### src/rtl/lru_worker_queue_heartbeat_top_macros.svh
// Assertion macros shared by the worker queue RTL.
// Included by the modules that carry concurrent assertions; no other dependencies.
`ifndef LRU_WORKER_QUEUE_HEARTBEAT_TOP_MACROS_SVH
`define LRU_WORKER_QUEUE_HEARTBEAT_TOP_MACROS_SVH

// Same-cycle implication, disabled while reset is asserted.
`define LRUQ_ASSERT_IMPLY(label, clk, rst_n, ante, cons, msg) \
	label: assert property (@(posedge clk) disable iff (!(rst_n)) (ante) |-> (cons)) \
		else $error(msg);

// Next-cycle implication, disabled while reset is asserted.
`define LRUQ_ASSERT_NEXT(label, clk, rst_n, ante, cons, msg) \
	label: assert property (@(posedge clk) disable iff (!(rst_n)) (ante) |=> (cons)) \
		else $error(msg);

`endif

### src/rtl/lruq_pkg.sv
// Package for the worker queue: transaction types, codes, reset values and helpers.
// No dependencies; used by every module of the block.
`default_nettype none

package lruq_pkg;

	localparam int DEPTH_DEF   = 16;
	localparam int ID_BITS_DEF = 16;

	localparam logic [3:0]  LIVENESS_RESET = 4'd3;
	localparam logic [15:0] INTERVAL_RESET = 16'd1000;
	localparam int          TIME_W         = 32;

	localparam logic [1:0] OP_READY   = 2'd0;
	localparam logic [1:0] OP_REQUEST = 2'd1;

	localparam logic REG_LIVENESS = 1'b0;
	localparam logic REG_INTERVAL = 1'b1;

	localparam logic [2:0] K_ACCEPTED   = 3'd0;
	localparam logic [2:0] K_DISPATCHED = 3'd1;
	localparam logic [2:0] K_NO_WORKER  = 3'd2;
	localparam logic [2:0] K_FULL       = 3'd3;
	localparam logic [2:0] K_HEARTBEAT  = 3'd4;
	localparam logic [2:0] K_TICK       = 3'd5;

	typedef struct packed {
		logic [1:0]  opcode;
		logic [15:0] worker_id;
		logic [31:0] now_ms;
	} item_t;

	typedef struct packed {
		logic [2:0]  kind;
		logic [15:0] target_id;
		logic [4:0]  queued;
		logic        last;
	} result_t;

	typedef struct packed {
		logic shift;
		logic load;
	} cell_ctl_t;

	function automatic logic [TIME_W-1:0] sat_add(input logic [TIME_W-1:0] a,
		input logic [TIME_W-1:0] b);
		logic [TIME_W:0] s;
		s = {1'b0, a} + {1'b0, b};
		return s[TIME_W] ? {TIME_W{1'b1}} : s[TIME_W-1:0];
	endfunction

endpackage

`default_nettype wire

### src/rtl/lruq_cell.sv
// One queue cell: holds a worker id and its expiry time, loads a new entry or its neighbour's.
// Depends on lruq_pkg.
`default_nettype none

module lruq_cell
	import lruq_pkg::*;
#(
	parameter int IDW = ID_BITS_DEF
) (
	input  wire logic              clk,
	input  wire cell_ctl_t         ctl,
	input  wire logic [IDW-1:0]    nbr_id,
	input  wire logic [TIME_W-1:0] nbr_exp,
	input  wire logic [IDW-1:0]    new_id,
	input  wire logic [TIME_W-1:0] new_exp,
	input  wire logic [IDW-1:0]    key,
	output logic [IDW-1:0]         id,
	output logic [TIME_W-1:0]      exp_ms,
	output logic                   hit
);

	logic [IDW-1:0]    id_q;
	logic [TIME_W-1:0] exp_q;

	always_ff @(posedge clk) begin
		if (ctl.load) begin
			id_q  <= new_id;
			exp_q <= new_exp;
		end else if (ctl.shift) begin
			id_q  <= nbr_id;
			exp_q <= nbr_exp;
		end
	end

	assign id     = id_q;
	assign exp_ms = exp_q;
	assign hit    = (id_q == key);

endmodule

`default_nettype wire

### src/rtl/lruq_chain.sv
// Row of queue cells with the head at cell zero, shift window and tail load decode, and id search.
// Depends on lruq_pkg and lruq_cell.
`default_nettype none

module lruq_chain
	import lruq_pkg::*;
#(
	parameter int DEPTH = DEPTH_DEF,
	parameter int IDW   = ID_BITS_DEF,
	localparam int IW   = $clog2(DEPTH),
	localparam int CW   = $clog2(DEPTH + 1)
) (
	input  wire logic              clk,
	input  wire logic [CW-1:0]     count,
	input  wire logic              shift_en,
	input  wire logic [IW-1:0]     shift_from,
	input  wire logic [IW-1:0]     shift_to,
	input  wire logic              load_en,
	input  wire logic [IW-1:0]     load_idx,
	input  wire logic [IDW-1:0]    load_id,
	input  wire logic [TIME_W-1:0] load_exp,
	input  wire logic [IDW-1:0]    key,
	output logic [IDW-1:0]         head_id,
	output logic [TIME_W-1:0]      head_exp,
	output logic [DEPTH-1:0]       hit,
	output logic                   found,
	output logic [IW-1:0]          hit_pos
);

	logic [IDW-1:0]    ids  [DEPTH];
	logic [TIME_W-1:0] exps [DEPTH];
	logic [DEPTH-1:0]  raw_hit;

	for (genvar j = 0; j < DEPTH; j++) begin : g_cell
		localparam logic [IW-1:0] IDX = IW'(j);
		localparam int NB = (j < DEPTH - 1) ? j + 1 : j;
		cell_ctl_t ctl;

		assign ctl.load  = load_en && (load_idx == IDX);
		assign ctl.shift = shift_en && (IDX >= shift_from) && (IDX < shift_to);

		lruq_cell #(.IDW(IDW)) u_cell (
			.clk     (clk),
			.ctl     (ctl),
			.nbr_id  (ids[NB]),
			.nbr_exp (exps[NB]),
			.new_id  (load_id),
			.new_exp (load_exp),
			.key     (key),
			.id      (ids[j]),
			.exp_ms  (exps[j]),
			.hit     (raw_hit[j])
		);

		assign hit[j] = raw_hit[j] && (CW'(j) < count);
	end

	always_comb begin
		hit_pos = '0;
		for (int j = DEPTH - 1; j >= 0; j--) begin
			if (hit[j]) begin
				hit_pos = IW'(j);
			end
		end
	end

	assign found    = |hit;
	assign head_id  = ids[0];
	assign head_exp = exps[0];

endmodule

`default_nettype wire

### src/rtl/lru_worker_queue_heartbeat_top.sv
// Top level of the least-recently-ready worker queue with heartbeat expiry.
// Depends on lruq_pkg, lruq_chain and the assertion macro header.
//
// Usage: items (opcode, worker id, time) arrive on the item channel under
// item_valid/item_stall; results leave on the result channel under
// result_valid/result_stall, each item giving one primary result followed by a
// heartbeat transaction per queued worker when the heartbeat time has passed.
// The final result of an item carries last. Configuration must be written through
// cfg_wr/cfg_idx/cfg_wdata while the block is idle; the block itself does not enforce this.
// Sequence: a taken item is registered and moves the block to EXEC, where its
// primary result is registered once the output is free. With a heartbeat due,
// BEAT then emits one heartbeat per queued worker, moving each head entry to the
// tail so that the round rotates the queue once, and PURGE shifts expired entries
// out at the head before the next item is taken.
// Reset empties the queue, restores the register defaults and arms the first
// heartbeat at the default interval. While the receiver stalls, the pending
// result is held and the block waits without losing or repeating any result.
`default_nettype none
`include "lru_worker_queue_heartbeat_top_macros.svh"

module lru_worker_queue_heartbeat_top
	import lruq_pkg::*;
#(
	parameter int QUEUE_DEPTH = DEPTH_DEF,
	parameter int ID_BITS     = ID_BITS_DEF
) (
	input  wire logic        clk,
	input  wire logic        arst_n,
	input  wire logic        item_valid,
	output logic             item_stall,
	input  wire item_t       item,
	output logic             result_valid,
	input  wire logic        result_stall,
	output result_t          result,
	input  wire logic        cfg_wr,
	input  wire logic        cfg_idx,
	input  wire logic [15:0] cfg_wdata
);

	localparam int IW  = $clog2(QUEUE_DEPTH);
	localparam int CW  = $clog2(QUEUE_DEPTH + 1);
	localparam int IDW = (ID_BITS < 16) ? ID_BITS : 16;

	localparam logic [1:0] ST_IDLE  = 2'd0;
	localparam logic [1:0] ST_EXEC  = 2'd1;
	localparam logic [1:0] ST_BEAT  = 2'd2;
	localparam logic [1:0] ST_PURGE = 2'd3;

	logic [1:0]        state_q, state_nx;
	item_t             item_q;
	logic [CW-1:0]     count_q, count_nx;
	logic [IW-1:0]     beat_q, beat_nx;
	logic [TIME_W-1:0] next_hb_q, hb_nx;
	logic [3:0]        liveness_q;
	logic [15:0]       interval_q;
	logic              res_valid_q;
	result_t           res_q, res_nx;
	logic              emit;

	logic              accept, out_free, purge_hit, beat_last, hb_due;
	logic [IDW-1:0]    key, head_id, ld_id;
	logic [TIME_W-1:0] head_exp, ld_exp, ready_exp;
	logic [19:0]       life_ms;
	localparam int DEPTH_HIT_W = QUEUE_DEPTH;
	logic [DEPTH_HIT_W-1:0] hit;
	logic              found;
	logic [IW-1:0]     hit_pos, last_idx, ld_idx, sh_from, sh_to;
	logic              sh_en, ld_en;
	logic [CW-1:0]     cnt_m1;

	assign key       = item_q.worker_id[IDW-1:0];
	assign out_free  = !res_valid_q || !result_stall;
	assign purge_hit = (count_q != '0) && (item_q.now_ms >= head_exp);
	assign item_stall = !((state_q == ST_IDLE) || ((state_q == ST_PURGE) && !purge_hit));
	assign accept    = item_valid && !item_stall;
	assign cnt_m1    = count_q - CW'(1);
	assign last_idx  = cnt_m1[IW-1:0];
	assign beat_last = (CW'(beat_q) == cnt_m1);
	assign life_ms   = 20'(liveness_q) * 20'(interval_q);
	assign ready_exp = sat_add(item_q.now_ms, TIME_W'(life_ms));
	assign hb_due    = (item_q.now_ms >= next_hb_q);

	lruq_chain #(.DEPTH(QUEUE_DEPTH), .IDW(IDW)) u_chain (
		.clk        (clk),
		.count      (count_q),
		.shift_en   (sh_en),
		.shift_from (sh_from),
		.shift_to   (sh_to),
		.load_en    (ld_en),
		.load_idx   (ld_idx),
		.load_id    (ld_id),
		.load_exp   (ld_exp),
		.key        (key),
		.head_id    (head_id),
		.head_exp   (head_exp),
		.hit        (hit),
		.found      (found),
		.hit_pos    (hit_pos)
	);

	always_comb begin
		state_nx = state_q;
		count_nx = count_q;
		beat_nx  = beat_q;
		hb_nx    = next_hb_q;
		emit     = 1'b0;
		res_nx   = '0;
		sh_en    = 1'b0;
		sh_from  = '0;
		sh_to    = last_idx;
		ld_en    = 1'b0;
		ld_idx   = last_idx;
		ld_id    = key;
		ld_exp   = ready_exp;
		case (state_q)
			ST_IDLE: begin
				if (accept) begin
					state_nx = ST_EXEC;
				end
			end
			ST_EXEC: begin
				if (out_free) begin
					emit = 1'b1;
					case (item_q.opcode)
						OP_READY: begin
							res_nx.target_id = 16'(key);
							res_nx.kind      = K_ACCEPTED;
							if (found) begin
								sh_en   = 1'b1;
								sh_from = hit_pos;
								ld_en   = 1'b1;
							end else if (count_q == CW'(QUEUE_DEPTH)) begin
								res_nx.kind = K_FULL;
							end else begin
								ld_en    = 1'b1;
								ld_idx   = count_q[IW-1:0];
								count_nx = count_q + CW'(1);
							end
						end
						OP_REQUEST: begin
							if (count_q == '0) begin
								res_nx.kind = K_NO_WORKER;
							end else begin
								res_nx.kind      = K_DISPATCHED;
								res_nx.target_id = 16'(head_id);
								sh_en            = 1'b1;
								count_nx         = cnt_m1;
							end
						end
						default: begin
							res_nx.kind = K_TICK;
						end
					endcase
					res_nx.queued = 5'(count_nx);
					res_nx.last   = !hb_due || (count_nx == '0);
					beat_nx       = '0;
					if (hb_due) begin
						hb_nx = sat_add(item_q.now_ms, TIME_W'(interval_q));
					end
					state_nx = (hb_due && (count_nx != '0)) ? ST_BEAT : ST_PURGE;
				end
			end
			ST_BEAT: begin
				if (out_free) begin
					emit             = 1'b1;
					res_nx.kind      = K_HEARTBEAT;
					res_nx.target_id = 16'(head_id);
					res_nx.queued    = 5'(count_q);
					res_nx.last      = beat_last;
					sh_en            = 1'b1;
					ld_en            = 1'b1;
					ld_id            = head_id;
					ld_exp           = head_exp;
					beat_nx          = beat_q + IW'(1);
					if (beat_last) begin
						state_nx = ST_PURGE;
					end
				end
			end
			ST_PURGE: begin
				if (purge_hit) begin
					sh_en    = 1'b1;
					count_nx = cnt_m1;
				end else if (accept) begin
					state_nx = ST_EXEC;
				end else begin
					state_nx = ST_IDLE;
				end
			end
			default: begin
				state_nx = ST_IDLE;
			end
		endcase
	end

	always_ff @(posedge clk or negedge arst_n) begin
		if (!arst_n) begin
			state_q     <= ST_IDLE;
			count_q     <= '0;
			beat_q      <= '0;
			next_hb_q   <= TIME_W'(INTERVAL_RESET);
			liveness_q  <= LIVENESS_RESET;
			interval_q  <= INTERVAL_RESET;
			res_valid_q <= 1'b0;
		end else begin
			state_q   <= state_nx;
			count_q   <= count_nx;
			beat_q    <= beat_nx;
			next_hb_q <= hb_nx;
			if (cfg_wr) begin
				case (cfg_idx)
					REG_LIVENESS: liveness_q <= cfg_wdata[3:0];
					REG_INTERVAL: interval_q <= cfg_wdata;
					default: begin
					end
				endcase
			end
			if (emit) begin
				res_valid_q <= 1'b1;
			end else if (!result_stall) begin
				res_valid_q <= 1'b0;
			end
		end
	end

	always_ff @(posedge clk) begin
		if (accept) begin
			item_q <= item;
		end
		if (emit) begin
			res_q <= res_nx;
		end
	end

	assign result_valid = res_valid_q;
	assign result       = res_q;

	`LRUQ_ASSERT_IMPLY(a_count_range, clk, arst_n, 1'b1, count_q <= CW'(QUEUE_DEPTH), "queue count beyond depth")
	`LRUQ_ASSERT_IMPLY(a_beat_bound, clk, arst_n, state_q == ST_BEAT, CW'(beat_q) < count_q, "heartbeat round overruns the queue")
	`LRUQ_ASSERT_NEXT(a_beat_end, clk, arst_n, (state_q == ST_BEAT) && emit && beat_last, state_q == ST_PURGE, "heartbeat round did not end in purge")
	`LRUQ_ASSERT_IMPLY(a_unique_id, clk, arst_n, state_q == ST_EXEC, $onehot0(hit), "worker id queued more than once")

endmodule

`default_nettype wire
### config.mk
export PLATFORM = sky130hd
export DESIGN_NAME = lru_worker_queue_heartbeat_top
export DESIGN_NICKNAME = d
export VERILOG_FILES = /design/src/rtl/lruq_pkg.sv /design/src/rtl/lruq_cell.sv /design/src/rtl/lruq_chain.sv /design/src/rtl/lru_worker_queue_heartbeat_top.sv
export VERILOG_INCLUDE_DIRS = /design/src /design/src/rtl
export SDC_FILE = /design/constraint.sdc
export NUM_CORES = 2
export LEC_CHECK = 0
export BUFFER_PORTS_ARGS = -buffer_cell sky130_fd_sc_hd__buf_4
export CAP_MARGIN = 20
export CORE_MARGIN = 5
export CORE_UTILIZATION = 52
export CTS_CLUSTER_DIAMETER = 40
export DETAILED_ROUTE_END_ITERATION = 16
export PLACE_DENSITY_LB_ADDON = 0.25
export SYNTH_ARGS = -nofsm -noshare
export SYNTH_HDL_FRONTEND = slang
export SYNTH_HIERARCHICAL = 1
export SYNTH_SLANG_ARGS = --single-unit
export TNS_END_PERCENT = 50
### constraint.sdc
create_clock -name clk -period 5.9 [get_ports clk]
set_input_delay 0.885 -clock clk [delete_from_list [all_inputs] [get_ports clk]]
set_output_delay 0.885 -clock clk [all_outputs]
set_load 0.02 [all_outputs]
* Word-level counts from Yosys, hierarchy flattened
Cells that the tools add are included.
** Word-level totals
- Flip-flop bits (word level) :: 907
- Input port bits :: 72
- Word-level logic and storage cells :: 386
** Cells by class
- Add/subtract/negate cells :: 5
- Multiply operators :: 1
- Order comparisons :: 48
- Eq/ne operators :: 44
- Mux-type cells :: 135
- Bitwise logic cells :: 1
- Reductions and logical operators :: 106
** Operators with widths (number)
- $mux 32 :: 34
- $mux 16 :: 33
- $eq 16x16->1 :: 16
- $mux 4 :: 27
- $logic_and 1x1->1 :: 66
- $ge 32x32->1 :: 2
- $mux 25 :: 2
- $pmux 25 s2 :: 1
- $lt 4x5->1 const A :: 8
- $mux 5 :: 7
- $reduce_bool 2->1 :: 17
- $add 32x16->33 :: 1
- $add 32x20->33 :: 1
- $eq 4x4->1 const B :: 8
- $pmux 16 s2 :: 1
- $ge 4x4->1 const A :: 7
- $lt 4x4->1 const A :: 7
- $lt 3x5->1 const A :: 4
- $mul 4x16->20 :: 1
- $pmux 5 s2 :: 2
- $eq 4x3->1 const B :: 4
- $ge 3x4->1 const A :: 4
- $lt 3x4->1 const A :: 4
- $mux 2 :: 8
- other kinds (35) :: 75

* Logic depth before layout (Yosys ltp)
- Word-level depth :: 27
- Depth in mapped cells :: 19
- Depth with buffers taken out :: 17

* Cells and area by module
The synthesis kept the hierarchy.
** By module, submodules not included
- lruq_cell :: times used 16, cells an instance 123, area each 2238.4 µm², seq. area each 1441.4 µm²
- lru_worker_queue_heartbeat_top :: times used 1, cells an instance 1267, area each 11751.3 µm², seq. area each 3871.2 µm²
- lruq_chain :: times used 1, cells an instance 144, area each 857.1 µm², seq. area each 0.0 µm²

* Worst setup path before layout
No wires, ideal clock.
- Path type :: flip-flop to flip-flop
- From :: register item_q, in the netlist key[5]
- To :: register u_chain.g_cell[0].u_cell.exp_q[0] (enable)
- Library setup time :: 0.408 ns
- Arrival :: 5.210 ns
- Required time :: 5.492 ns
- Setup slack :: 0.282 ns
- Stages on the path, launching flop included :: 17
- Buffers on the path :: 3
- Cells stage by stage :: edfxtp_1 -> xnor2_1 -> nand4_1 -> nor4_1 -> o21a_1 -> a21oi_1 -> nor2b_1 -> and4_1 -> nand3b_1 -> clkbuf_1 -> o21ai_0 -> a21boi_0 -> or3b_2 -> nor3_1 -> buf_6 -> buf_6 -> or2_1
** RTL lines
- from (decl) :: line lru_worker_queue_heartbeat_top.sv:50 : item_t item_q;
- from (signal assigned) :: line lru_worker_queue_heartbeat_top.sv:228 : item_q <= item;
- to (signal assigned) :: line lruq_cell.sv:28 : exp_q <= new_exp;
- to (signal assigned) :: line lruq_cell.sv:31 : exp_q <= nbr_exp;
- to (decl) :: line lruq_cell.sv:23 : logic [TIME_W-1:0] exp_q;

==> summary.md <==
| Metric | Value |
|---|---|
| Die Ht | `315 µm` |
| # diodes | `0` |
| Setup TNS | `0 ns` |
| Hold Slack | `0.278 ns` |
| Pre-CTS WS | `0.0772 ns` |
| Ratio of cells with drive above 1 in the final layout | `37.0%` |
| Port bufs | `98` |
| Period Utilization, post-route | `96.6%` |
| CTS max path bufs | `3` |
| Nets@finish | `3910` |
| Multi-input gate area | `20000 µm²` |
| Post-Synthesis Cells | `3372` |
| Clock sinks | `907` |
| PwrDens | `596 nW/µm²` |
| Hold Crit Class | `input port to async pin` |
| Worst setup EP type | `flip-flop` |
| Largest net degree at the start of global routing | `65` |
| Wire per inst | `20.3 µm` |
| Crit-path slowest cell | `nor4_1` |
| Fmax | `175 MHz` |
| H-tree Lvls | `4` |
| CP peak stage delay | `0.85 ns` |
| Power Total | `33.9 mW` |
| Worst-Margin Slew | `1.03 ns` |
| Max-slew headroom | `30.9%` |
| Clk pin slew, worst setup/hold paths | `0.06 ns` |
| Crit Path Max Fanout | `16` |
| Post-route ant nets | `0` |
| Via density | `5.59` |
| Drt pass-1 iters | `7` |
| Max-slew violations | `0` |
| Die X | `315 µm` |
| Worst-Skew Late Latency | `0.71 ns` |
| Hold buffer count at CTS | `0` |
| Vias in the first global route | `28810` |
| CTS tree | `yes` |
| Global-route wire length before repair | `164 mm` |
| FILL cells | `6800` |
| R2R Setup Slk | `0.20 ns` |
| Grt ovf | `0` |
| Syn. warnings | `6` |
| Setup Skew | `0.0255 ns` |
| MaxCap Viol Count | `0` |
| CP Cell Sequence | `xnor2_1, nand4_1, nor4_1, o21a_1, a21oi_1, nor2b_1, and4_1, nand3b_1, nor2_1, a2111oi_0, buf_4, nor2_1, a21oi_1, buf_4, nor2b_1, o21ai_0, a311oi_1, or2_2, buf_4` |
| RSZ-0062 raised after global routing | `false` |
| Finish-stage setup viols | `0` |
| CP required | `6.28 ns` |
| Synthesized Nets | `3608` |
| GR Util All Layers | `20.7%` |
| Largest delay contributor family on the critical path | `simple AND/OR/NAND/NOR gates` |
| Crit path time final | `5.70 ns` |
| Sum of buffers and inverters on the critical path | `3` |
| Final Hold Fails | `0` |
| Static Leak | `20.5 nW` |
| Most used cell, CP | `buf_4` |
| Core Rows | `111` |
| I/O pin total | `99` |
| Dpl hpwl | `72.4 mm` |
| Cell area after synthesis | `48400 µm²` |
| Layout Cells excl Fill | `5023` |
| Synth-to-Final Area Change | `17.6%` |
| CTS Buf Count | `131` |
| FF+latch area | `26900 µm²` |
| GPL Wtd Cong | `0.867` |
| Die area | `99300 µm²` |
| Vias post-DR | `28069` |
| Drc violations | `0` |
| Placed insts | `4772` |
| Crit path kind | `flip-flop to flip-flop` |
| Average size of a mapped cell | `14.3 µm²` |
| Final wirelength | `102 mm` |
| Initial Util | `52.5%` |
| Initial antenna violation count | `0` |
| CTS Root Cell | `clkbuf_16` |
| Crit path DAT | `6.08 ns` |
| Outcome | `finished, final reports clean` |
| Worst setup margin | `0.199 ns` |
| Crit path launch type | `flip-flop` |
| Core area | `92100 µm²` |
| Worst VDD drop | `0.403 mV` |
| Initial DRC count | `1831` |
-- stage by stage --
stage,utilization (%),area [µm²]
floorplan,-,48400
CTS,61.5,56600
global route,61.8,56900
detailed placement,56.6,52100
finish,61.8,56900
global placement,56.6,52100
-- state kept, by name, summed over array words and instances (netlist names) --
signal and flops:
u_chain/g_cell.u_cell/exp_ms 512, u_chain/g_cell.u_cell/id 256, item_q 34, next_hb_q 32, result 25, interval_q 16
key 16, count_q 5, beat_q 4, liveness_q 4, state_q 2, result_valid 1
-- worst reg2reg max path, cell delays in order (launching register included) --
cell and delay [ns]:
edfxtp_1 0.72, xnor2_1 0.19, nand4_1 0.16, nor4_1 0.85, o21a_1 0.20, a21oi_1 0.05, nor2b_1 0.15, and4_1 0.22
nand3b_1 0.25, nor2_1 0.11, a2111oi_0 0.52, buf_4 0.19, nor2_1 0.04, a21oi_1 0.29, buf_4 0.20, nor2b_1 0.16
o21ai_0 0.19, a311oi_1 0.41, or2_2 0.22, buf_4 0.25
-- cell type report --
class | count | area share [%]
flip-flops and latches | 907 | 47.3
repair buffers | 303 | 5.67
well taps | 1243 | 2.73
inverters | 173 | 1.14
multi-input cells | 2158 | 35.2
clock buffers | 154 | 6.19
clock inverters | 85 | 1.70
-- placed cells by master, fill, tap and decap left out, types with 18 or more instances in the layout --
| cell | instances |
|---|---|
| a21oi_1 | 96 |
| or2_2 | 19 |
| clkinv_2 | 21 |
| nor2b_1 | 31 |
| buf_4 | 227 |
| ha_1 | 118 |
| and2_1 | 66 |
| buf_12 | 76 |
| a22oi_1 | 18 |
| a21o_1 | 26 |
| mux2_4 | 144 |
| nor2_1 | 94 |
| o21ai_0 | 33 |
| clkbuf_16 | 138 |
| nand2_1 | 106 |
| fa_1 | 46 |
| dfrtp_1 | 49 |
| xnor2_1 | 284 |
| edfxtp_1 | 843 |
| inv_1 | 170 |
| mux2_2 | 645 |
| and3_1 | 18 |
| a31oi_1 | 30 |
| xor2_1 | 29 |
| nand4_1 | 79 |
| nand3_1 | 33 |
-- worst paths after layout --
path,start,endpoint,depth (start not counted)
worst max-delay path,key[5],u_chain/g_cell[6].u_cell/id[9],19
worst min-delay path,arst_n,count_q[3],1
worst max register to register,key[5],u_chain/g_cell[6].u_cell/id[9],19
worst min register to register,next_hb_q[3],next_hb_q[3],2
max in group asynchronous,arst_n,liveness_q[2],1
min in group clk,item[20],item_q[20],1
-- per-layer routing --
layer / part of all wire, % / up-vias / global-route usage [%]
met5: 0 / - / 0
met1: 46 / 14017 / 29.2
met3: 5.1 / 150 / 3.81
met2: 47 / 675 / 32.9
li1: - / 13227 / -
met4: 2.1 / 0 / 5.99
-- power breakdown --
group | switching (mW) | total [mW] | leakage (nW) | internal [mW]
Clock | 2.89 | 7.90 | 2.18 | 5.01
Combinational | 8.39 | 14.3 | 9.85 | 5.88
Sequential | 1.17 | 11.7 | 8.50 | 10.6
-- what timing repair did --
| action | CTS | global route |
|---|---|---|
| resized for setup | 0 | 9 |
| setup endpoints to repair | 0 | 655 |
| buffers inserted | 0 | 10 |
No activity file was read; power rests on OpenSTA's default activity.
